[src/rtl/core/pkrt_pkg.sv]
// ----------------------------------------------------------------------------
// pkrt_pkg
// Shared types, codes and defaults of the keycode remap table core.
// ----------------------------------------------------------------------------
package pkrt_pkg;

   localparam int MAP_ENTRIES_DEF  = 256;
   localparam int ACTIVE_SLOTS_DEF = 8;
   localparam int LAYERS_DEF       = 16;
   localparam int COLUMNS_DEF      = 16;
   localparam int ROWS_DEF         = 16;

   localparam int CSR_IDX_W  = 2;
   localparam int CSR_DATA_W = 16;

   localparam logic [CSR_IDX_W-1:0] CSR_NOOP_REMAP  = 2'd0;
   localparam logic [CSR_IDX_W-1:0] CSR_TRANSPARENT = 2'd1;
   localparam logic [CSR_IDX_W-1:0] CSR_APP_COUNT   = 2'd2;
   localparam logic [CSR_IDX_W-1:0] CSR_ENTRY_COUNT = 2'd3;

   localparam logic [1:0] OP_LOOKUP    = 2'd0;
   localparam logic [1:0] OP_WR_ENTRY  = 2'd1;
   localparam logic [1:0] OP_WR_SLOT   = 2'd2;
   localparam logic [1:0] OP_SET_COUNT = 2'd3;

   localparam logic [1:0] SRC_HIT   = 2'd0;
   localparam logic [1:0] SRC_FIXED = 2'd1;
   localparam logic [1:0] SRC_RANGE = 2'd2;
   localparam logic [1:0] SRC_MISS  = 2'd3;

   typedef struct packed {
      logic [1:0]  op;
      logic [7:0]  layer;
      logic [3:0]  row;
      logic [3:0]  col;
      logic [7:0]  index;
      logic [7:0]  app;
      logic [15:0] from_code;
      logic [15:0] to_code;
      logic [3:0]  count;
   } req_type;

   typedef struct packed {
      logic [15:0] keycode;
      logic [1:0]  source;
   } rsp_type;

   typedef struct packed {
      logic [7:0]  app;
      logic [7:0]  layer;
      logic [15:0] from_code;
      logic [15:0] to_code;
   } entry_type;

   // entry moving along the cell row
   typedef struct packed {
      logic      valid;
      entry_type entry;
   } flow_type;

   // per-cell search status
   typedef struct packed {
      logic [7:0]  slot_app;
      logic        hit;
      logic [15:0] hit_code;
   } cell_stat_type;

endpackage

[src/rtl/core/pkrt_cell.sv]
// ----------------------------------------------------------------------------
// pkrt_cell
// One active slot: holds its application id, matches each passing entry
// and keeps the first hit. The entry moves on to the next cell.
// ----------------------------------------------------------------------------
module pkrt_cell (
   input  logic                    clock,
   input  logic                    reset,
   input  logic                    load,
   input  logic [7:0]              load_app,
   input  logic                    clear,
   input  logic [7:0]              key_layer,
   input  logic [15:0]             key_code,
   input  pkrt_pkg::flow_type      flow_i,
   output pkrt_pkg::flow_type      flow_o,
   output pkrt_pkg::cell_stat_type stat
);
   import pkrt_pkg::*;

   logic [7:0]  slot_app_ff;
   logic        hit_ff;
   logic        hit_in;
   logic [15:0] code_ff;
   logic [15:0] code_in;
   logic        flow_valid_ff;
   entry_type   flow_entry_ff;
   logic        match;

   assign match = flow_i.valid && !hit_ff
               && (flow_i.entry.app == slot_app_ff)
               && (flow_i.entry.layer == key_layer)
               && (flow_i.entry.from_code == key_code);

   always_comb begin
      hit_in  = hit_ff;
      code_in = code_ff;
      if (clear) begin
         hit_in = 1'b0;
      end else if (match) begin
         hit_in  = 1'b1;
         code_in = flow_i.entry.to_code;
      end
   end

   always_ff @(posedge clock) begin
      if (reset) begin
         hit_ff        <= 1'b0;
         flow_valid_ff <= 1'b0;
      end else begin
         hit_ff        <= hit_in;
         flow_valid_ff <= flow_i.valid;
      end
   end

   always_ff @(posedge clock) begin
      if (load) begin
         slot_app_ff <= load_app;
      end
      code_ff       <= code_in;
      flow_entry_ff <= flow_i.entry;
   end

   assign flow_o.valid   = flow_valid_ff;
   assign flow_o.entry   = flow_entry_ff;
   assign stat.slot_app  = slot_app_ff;
   assign stat.hit       = hit_ff;
   assign stat.hit_code  = code_ff;

endmodule

[config.mk]
export PLATFORM = sky130hd
export DESIGN_NAME = pkrt_cell
export DESIGN_NICKNAME = d
export VERILOG_FILES = /design/src/rtl/core/pkrt_pkg.sv /design/src/rtl/core/pkrt_cell.sv
export SDC_FILE = /design/constraint.sdc
export NUM_CORES = 1
export LEC_CHECK = 0
export BUFFER_PORTS_ARGS = -buffer_cell sky130_fd_sc_hd__buf_4
export CORE_MARGIN = 1
export CORE_UTILIZATION = 42
export DETAILED_ROUTE_END_ITERATION = 8
export GPL_TIMING_DRIVEN = 0
export PLACE_DENSITY_LB_ADDON = 0.1
export REMOVE_ABC_BUFFERS = 1
export SLEW_MARGIN = 20
export SYNTH_ARGS = -nofsm -noshare
export SYNTH_HDL_FRONTEND = slang
export SYNTH_SLANG_ARGS = --single-unit
[constraint.sdc]
create_clock -name clock -period 4.4 [get_ports clock]
set_input_delay 0.88 -clock clock [delete_from_list [all_inputs] [get_ports clock]]
set_output_delay 0.88 -clock clock [all_outputs]
set_load 0.05 [all_outputs]
### After elaboration in Yosys (flattened, before gate mapping)

Cells that the tools add are included.
W data, S select, Z words.

* word-level logic and storage cells: 19
* output and inout port bits: 74
* register bits after elaboration: 74

* equality and inequality tests: 3
* bitwise operators: 1
* reduce and logical (&&, ||, !) cells: 7

Operators with widths (number)
* $eq A16 B16 Y1: 1
* $eq A8 B8 Y1: 2
* $logic_and A1 B1 Y1: 4
* $reduce_and A2 Y1: 1
* $reduce_or A2 Y1: 1
* $logic_not A1 Y1: 1
* $not A1 Y1: 1

### Depth between registers and ports, before layout

Gate-level depths: netlist (run 1).

* depth in word-level cells: 6
* mapped depth: 5
* depth with buffers taken out: 5

### Worst setup path before layout (run 1)

OpenSTA, ideal clock, no wires.

* kind: input to register
* start point: input key_code[7]
* end point: register code_ff[0], enable pin
* arrival: 2.460 ns
* stages on the path: 5
* buffers on the path: 0
* path slack: 1.540 ns
* path through: xnor2_1 > nand4_1 > nor4b_2 > nand2_1 > nor4_2

* word-level cells in the longest chain between the ends: 3

RTL lines
* start, declared: RTL line pkrt_cell.sv:13 `input logic [15:0] key_code,`
* $eq A16 B16 Y1: RTL line pkrt_cell.sv:32 `&& (flow_i.entry.from_code == key_code);`
* $logic_and A1 B1 Y1: RTL line pkrt_cell.sv:32
* $reduce_and A2 Y1 (no source line)
* end signal, assigned: RTL line pkrt_cell.sv:59 `code_ff <= code_in;`
* end, declared: RTL line pkrt_cell.sv:23 `logic [15:0] code_ff;`

No other way between the ends.
A chain may end at the register's enable or synchronous reset.

### Final worst setup path (run 1)

* start point: input key_code[13]
* end point: register code_ff[9], enable pin

Same word-level chain as after synthesis.

==> results of run 1 <==
worst max-delay path, stage by stage:
cell	delay [ns]
buf_4	0.11
xnor2_1	0.14
nand4_1	0.14
nor4b_2	0.28
nand2_1	0.13
nor4_4	0.48
buf_6	0.22
worst max-delay path by stage:
stage / start / end / slack [ns] / cells after the start
after CTS: key_code[13] / code_ff[9] / 2.03 / 7
after floorplan: key_code[7] / code_ff[0] / 1.54 / 5
after detailed placement: key_code[13] / code_ff[15] / 1.67 / 7
after global placement: key_code[7] / code_ff[15] / 0.92 / 6
final: key_code[13] / code_ff[9] / 2.06 / 7
after global routing: key_layer[5] / code_ff[9] / 1.98 / 7
logic make-up after synthesis:
logic type	share of synthesized area
buf+inv	0.00690
simple gates	0.0667
compound gates	0.00575
flops	0.792
xor+xnor	0.129
synth_stat cells (all sizes together):
cell	number	area, sq um
o31ai	1	12.5
nor4	5	62.6
buf	2	15.0
edfxtp	24	721
nand2	3	11.3
nor4b	1	15.0
xor2	17	149
xnor2	15	131
dfxtp	50	1000
nor2b	1	6.26
nand3b	1	7.51
nand3	2	10.0
nor2	2	7.51
nand4	4	25.0
power by group through the flow:
stage	clock network, mW	logic [mW]	registers (mW)
floorplan	0	0.0311	0.866
global placement	0	0.254	0.759
detailed placement	0	0.258	0.761
CTS	0.507	0.258	0.745
global route	0.536	0.268	0.748
finish	0.496	0.256	0.745
metal layers:
metal | track usage | vias to the layer above | part of all wire | routed length, um
met4 | 0.0983 | 0 | 0.019 | 93
met2 | 0.320 | 90 | 0.55 | 2720
li1 | - | 772 | - | -
met5 | 0 | - | 0 | 0
met1 | 0.162 | 723 | 0.32 | 1560
met3 | 0.103 | 10 | 0.11 | 565
layout by cell type, fill, tap and decap left out, types with 2 or more instances in the layout:
cell,n
buf_4,158
clkbuf_1,2
clkbuf_8,9
clkinv_2,2
dfxtp_1,50
edfxtp_1,24
nand2_1,3
nand3_1,2
nand4_1,4
nor2_1,2
nor4_2,4
xnor2_1,15
xor2_1,17
sequential cells by signal (all words and copies together), names as in the netlist:
signal / flops
flow_valid_ff: 1
code_ff: 16
slot_app_ff: 8
hit_ff: 1
flow_o: 48
final cells by class:
cell class                 count  area [sq um]
sequential                    74          1720
clock buffer                  11           131
clock inverter                 5          56.3
tap                           67          83.8
multi-input combinational     52           447
timing repair buffer         159          1200
fill                         361          1210
through the flow:
stage	setup slack [ns]	hold WS, ns	util	std cells
after floorplan	1.54	0.712	-	126
after global placement	0.924	0.495	0.707	351
after detailed placement	1.67	0.499	0.711	352
after CTS	2.03	0.508	0.750	368
after global routing	1.98	0.534	0.750	368
final	2.06	0.507	0.750	368
==> results.toml, run 1 <==
[outcome]
outcome = "completed"

[routing]
routed_wl_um = 4940
via_per_inst = 4.33
drt-pass1-iter-count = 4
drcViolationCount = 0
num_vias = 1595
drtAntennaViolNets = 0
avgRoutedWirePerCell_um = 13.4
detailedRoute.firstIterationViolations = 26

[synthesis]
ys_seq_elements = 74
synthDistinctLibCells = 14
ys_seq_area_frac = 0.792
syn_area_per_cell_sq_um = 17.0
syn_area_sq_mm = 0.00217
yosysWarnings = 0
synthCells = 128

[power]
netSwitchingFraction = 0.266
vdd_drop_max_v = 0.000265
p_comb_frac = 0.171
switchingPower_uw = 398
power.total_mw = 1.50
clockPowerShare = 0.331
leakagePower_nw = 1.63
p_int_mw = 1.10
p_per_area_mw_per_mm2 = 412
pwr-share-seq = 0.498

[timing]
finalHoldViolations = 0
finalClockSkew_ns = 0.00662
finalMaxSlewViolations = 0
timing.fmax_ghz = 0.427
max-slew-margin-rel = 0.648
fin_crit_ns = 2.34
rsz0062_at_grt = "false"
finalSetupViolCount = 0
worstMarginPinSlew_ns = 0.525
finalSetupTns_ns = 0
fin_crit_sh = 0.532

[clock_tree]
cts_hold_buffers = 0
cts_sinks = 74
clock_latency_ns = 0.34
cts-root-buf = "clkbuf_8"
clock_tree.htree_level_count = 3
clock_path_buffers = 2
ctsResizeCount = 0
cts.reportedPaths.clkPinSlew_ns = 0.07
post_cts_buffers = 0
cts_tree = "done"
cts_buffers = 9

[global_routing]
grt_overflow = 0
grt_pass1_wl_um = 6900
antenna_found_initial = 0
groute.usage.overall = 0.181
grt_pass1_vias = 1569
grt_max_degree = 14

[worst_hold_path]
min_path_type = "reg -> reg"
min_delay_path_depth = 2
hold_end = "hit_ff"
worstHoldStart = "hit_ff"

[flow_run]
maxCapViolCount = 0

[place]
place.gp.congestion = 0.723
dp_hpwl_um = 3970
dpl_cell_area_sq_mm = 0.00345
io_buffer_count = 158

[die]
die_w_um = 74.0
design.core.area_sq_mm = 0.00485
initial_core_util = 0.449
row_count = 25
ios = 159
die-area_sq_mm = 0.00547
die_h_um = 74.0

[critical_path]
r2r_start = "slot_app_ff[6]"
r2r-end = "code_ff[9]"
worstSetupStartpointType = "input pin"
cp.arrival_ns = 2.39
crit_path_end_kind = "register"
ff2ff_path_depth = 5
rrSetupSlack_ns = 2.29
crit_required_ns = 4.45
critPathKind = "in -> reg"
critPathMaxFanout = 10

[layout]
num_antenna_cells = 0
drive_gt1_frac = 0.598
finalNetCount = 381
area_growth_pct = 67.3
final_area_sq_mm = 0.00364
(Power assumes the default switching activity.)
==> run 2, diff against run 1 <==
--- a/config.mk
+++ b/config.mk
@@ -7,7 +7,7 @@
 export LEC_CHECK = 0
 export BUFFER_PORTS_ARGS = -buffer_cell sky130_fd_sc_hd__buf_4
 export CORE_MARGIN = 1
-export CORE_UTILIZATION = 42
+export CORE_UTILIZATION = 36
 export DETAILED_ROUTE_END_ITERATION = 8
 export GPL_TIMING_DRIVEN = 0
 export PLACE_DENSITY_LB_ADDON = 0.1
==> constraint.sdc (replaced) <==
create_clock -name clock -period 2 [get_ports clock]
set_input_delay 0.4 -clock clock [delete_from_list [all_inputs] [get_ports clock]]
set_output_delay 0.4 -clock clock [all_outputs]
set_load 0.05 [all_outputs]
==> results.toml, run 2 (synthesized netlist as in run 1, its figures left out) <==
[routing]
m1WireLength_um = 1680
drt-pass1-iter-count = 4
detailedRoute.firstIterationViolations = 49
avgRoutedWirePerCell_um = 12.8
drcViolationCount = 0
via_per_inst = 4.27
top_layer = "met4"
dr_wl_met2_um = 2560
num_vias = 1624
routed-wl-met3_um = 505
routed_wl_um = 4880
drtAntennaViolNets = 0

[critical_path]
ff2ff_path_depth = 5
worstSetupStartpointType = "register"
critPathMaxFanout = 8
r2r_start = "slot_app_ff[6]"
critPathKind = "reg -> reg"
rrSetupSlack_ns = 0.15
cpMaxStageDelayCell = "edfxtp_1"
max_stage_delay_ns = 0.41
cp.arrival_ns = 1.89
r2r-end = "code_ff[10]"
crit_required_ns = 2.05
crit_path_end_kind = "register"
path_cells = "xor2_1 -> nor4_2 -> nand4_1 -> nor4_4 -> buf_6"

[timing]
finalClockSkew_ns = 0.00424
timing.fmax_ghz = 0.542
fin_crit_ns = 1.85
finalMaxSlewViolations = 0
fin_crit_sh = 0.923
finalSetupTns_ns = 0
max-slew-margin-rel = 0.794
finalHoldViolations = 0
finalSetupViolCount = 0
rsz0062_at_grt = "false"
worstMarginPinSlew_ns = 0.307

[power]
switchingPower_uw = 894
vdd_drop_max_v = 0.000535
clockPowerShare = 0.340
netSwitchingFraction = 0.266
pwr-share-seq = 0.488
leakagePower_nw = 1.67
power.total_mw = 3.36
p_comb_frac = 0.172
p_per_area_mw_per_mm2 = 900
p_int_mw = 2.46

[flow_run]
maxCapViolCount = 0

[place]
place.gp.congestion = 0.672
dp_cells = 357
io_buffer_count = 158
dp_hpwl_um = 3880
dpl_cell_area_sq_mm = 0.00346

[worst_hold_path]
hold_end = "flow_o[1]"
worstHoldStart = "flow_i[1]"
min_path_type = "in -> reg"
min_delay_path_depth = 1

[global_routing]
grt_pass1_vias = 1590
grt_overflow = 0
groute.usage.overall = 0.157
grt_pass1_wl_um = 7280
grt_max_degree = 14
antenna_found_initial = 0

[clock_tree]
cts_buffers = 9
cts-root-buf = "clkbuf_8"
cts.reportedPaths.clkPinSlew_ns = 0.07
clock_path_buffers = 2
cts_sinks = 74
cts_tree = "done"
clock_tree.htree_level_count = 3
clock_latency_ns = 0.33
cts_hold_buffers = 0

[layout]
finalNetCount = 388
num_antenna_cells = 0
final_cells = 380
largest_register_ffs = 48
final_common_cell = "buf_4"
final_cell_mix = "buf_4 (164), dfxtp_1 (50), edfxtp_1 (24)"
area_growth_pct = 71.6
drive_gt1_frac = 0.614
final_area_sq_mm = 0.00373

[die]
die-area_sq_mm = 0.00636
row_count = 27
die_w_um = 79.7
die_h_um = 79.7
design.core.area_sq_mm = 0.00568
initial_core_util = 0.383
ios = 159

[outcome]
outcome = "completed"
-- run 2: per-stage QoR --
stage                     hold slack, ns  worst slack (ns)   util
after CTS                          0.159          -0.00174  0.655
after floorplan                    0.428            -0.628      -
after global routing               0.152            0.0313  0.657
final                              0.178             0.153  0.657
after global placement             0.493             -1.14  0.605
after detailed placement           0.498            -0.384  0.609
-- run 2: what timing repair did --
action / in CTS / in global routing
pin swaps: 3 / 5
gates resized for setup: 1 / 2
cloned: 0 / 0
hold endpoints to repair: 0 / 0
endpoints found under the setup margin: 16 / 17
setup buffers: 7 / 0
-- run 2: worst max-delay path by stage --
stage	startpoint	end	slack, ns
after floorplan	slot_app_ff[0]	code_ff[0]	-0.63
after global placement	key_code[7]	code_ff[7]	-1.14
after detailed placement	key_code[7]	code_ff[4]	-0.38
after CTS	slot_app_ff[7]	code_ff[10]	-0.002
after global routing	slot_app_ff[0]	code_ff[10]	0.03
final	slot_app_ff[6]	code_ff[10]	0.15
-- run 2: layout make-up --
| class | instances | area, sq um |
|---|---|---|
| Clock buffer | 10 | 138 |
| Clock inverter | 6 | 65.1 |
| Fill cell | 466 | 1940 |
| Multi-Input combinational cell | 52 | 463 |
| Sequential cell | 74 | 1720 |
| Tap cell | 72 | 90.1 |
| Timing Repair Buffer | 166 | 1250 |
-- run 2: power by group through the flow --
stage | combinational, mW | sequential [mW] | clock [mW]
2_1_floorplan | 0.0685 | 1.90 | 0
3_3_place_gp | 0.561 | 1.67 | 0
3_5_place_dp | 0.566 | 1.67 | 0
4_1_cts | 0.578 | 1.64 | 1.18
5_1_grt | 0.606 | 1.65 | 1.25
6_report | 0.578 | 1.64 | 1.14
-- run 2: metal layers --
layer	vias to the layer above	track usage
li1	785	-
met1	731	0.155
met2	95	0.277
met3	13	0.0583
met4	0	0.0945
met5	-	0
-- run 2: worst max-delay path, delay by kind of cell (launching register included) --
kind          cells  cell delay (ns)
buf+inv           1             0.19
simple gates      3             0.79
xor+xnor          1             0.18
flops             1             0.41
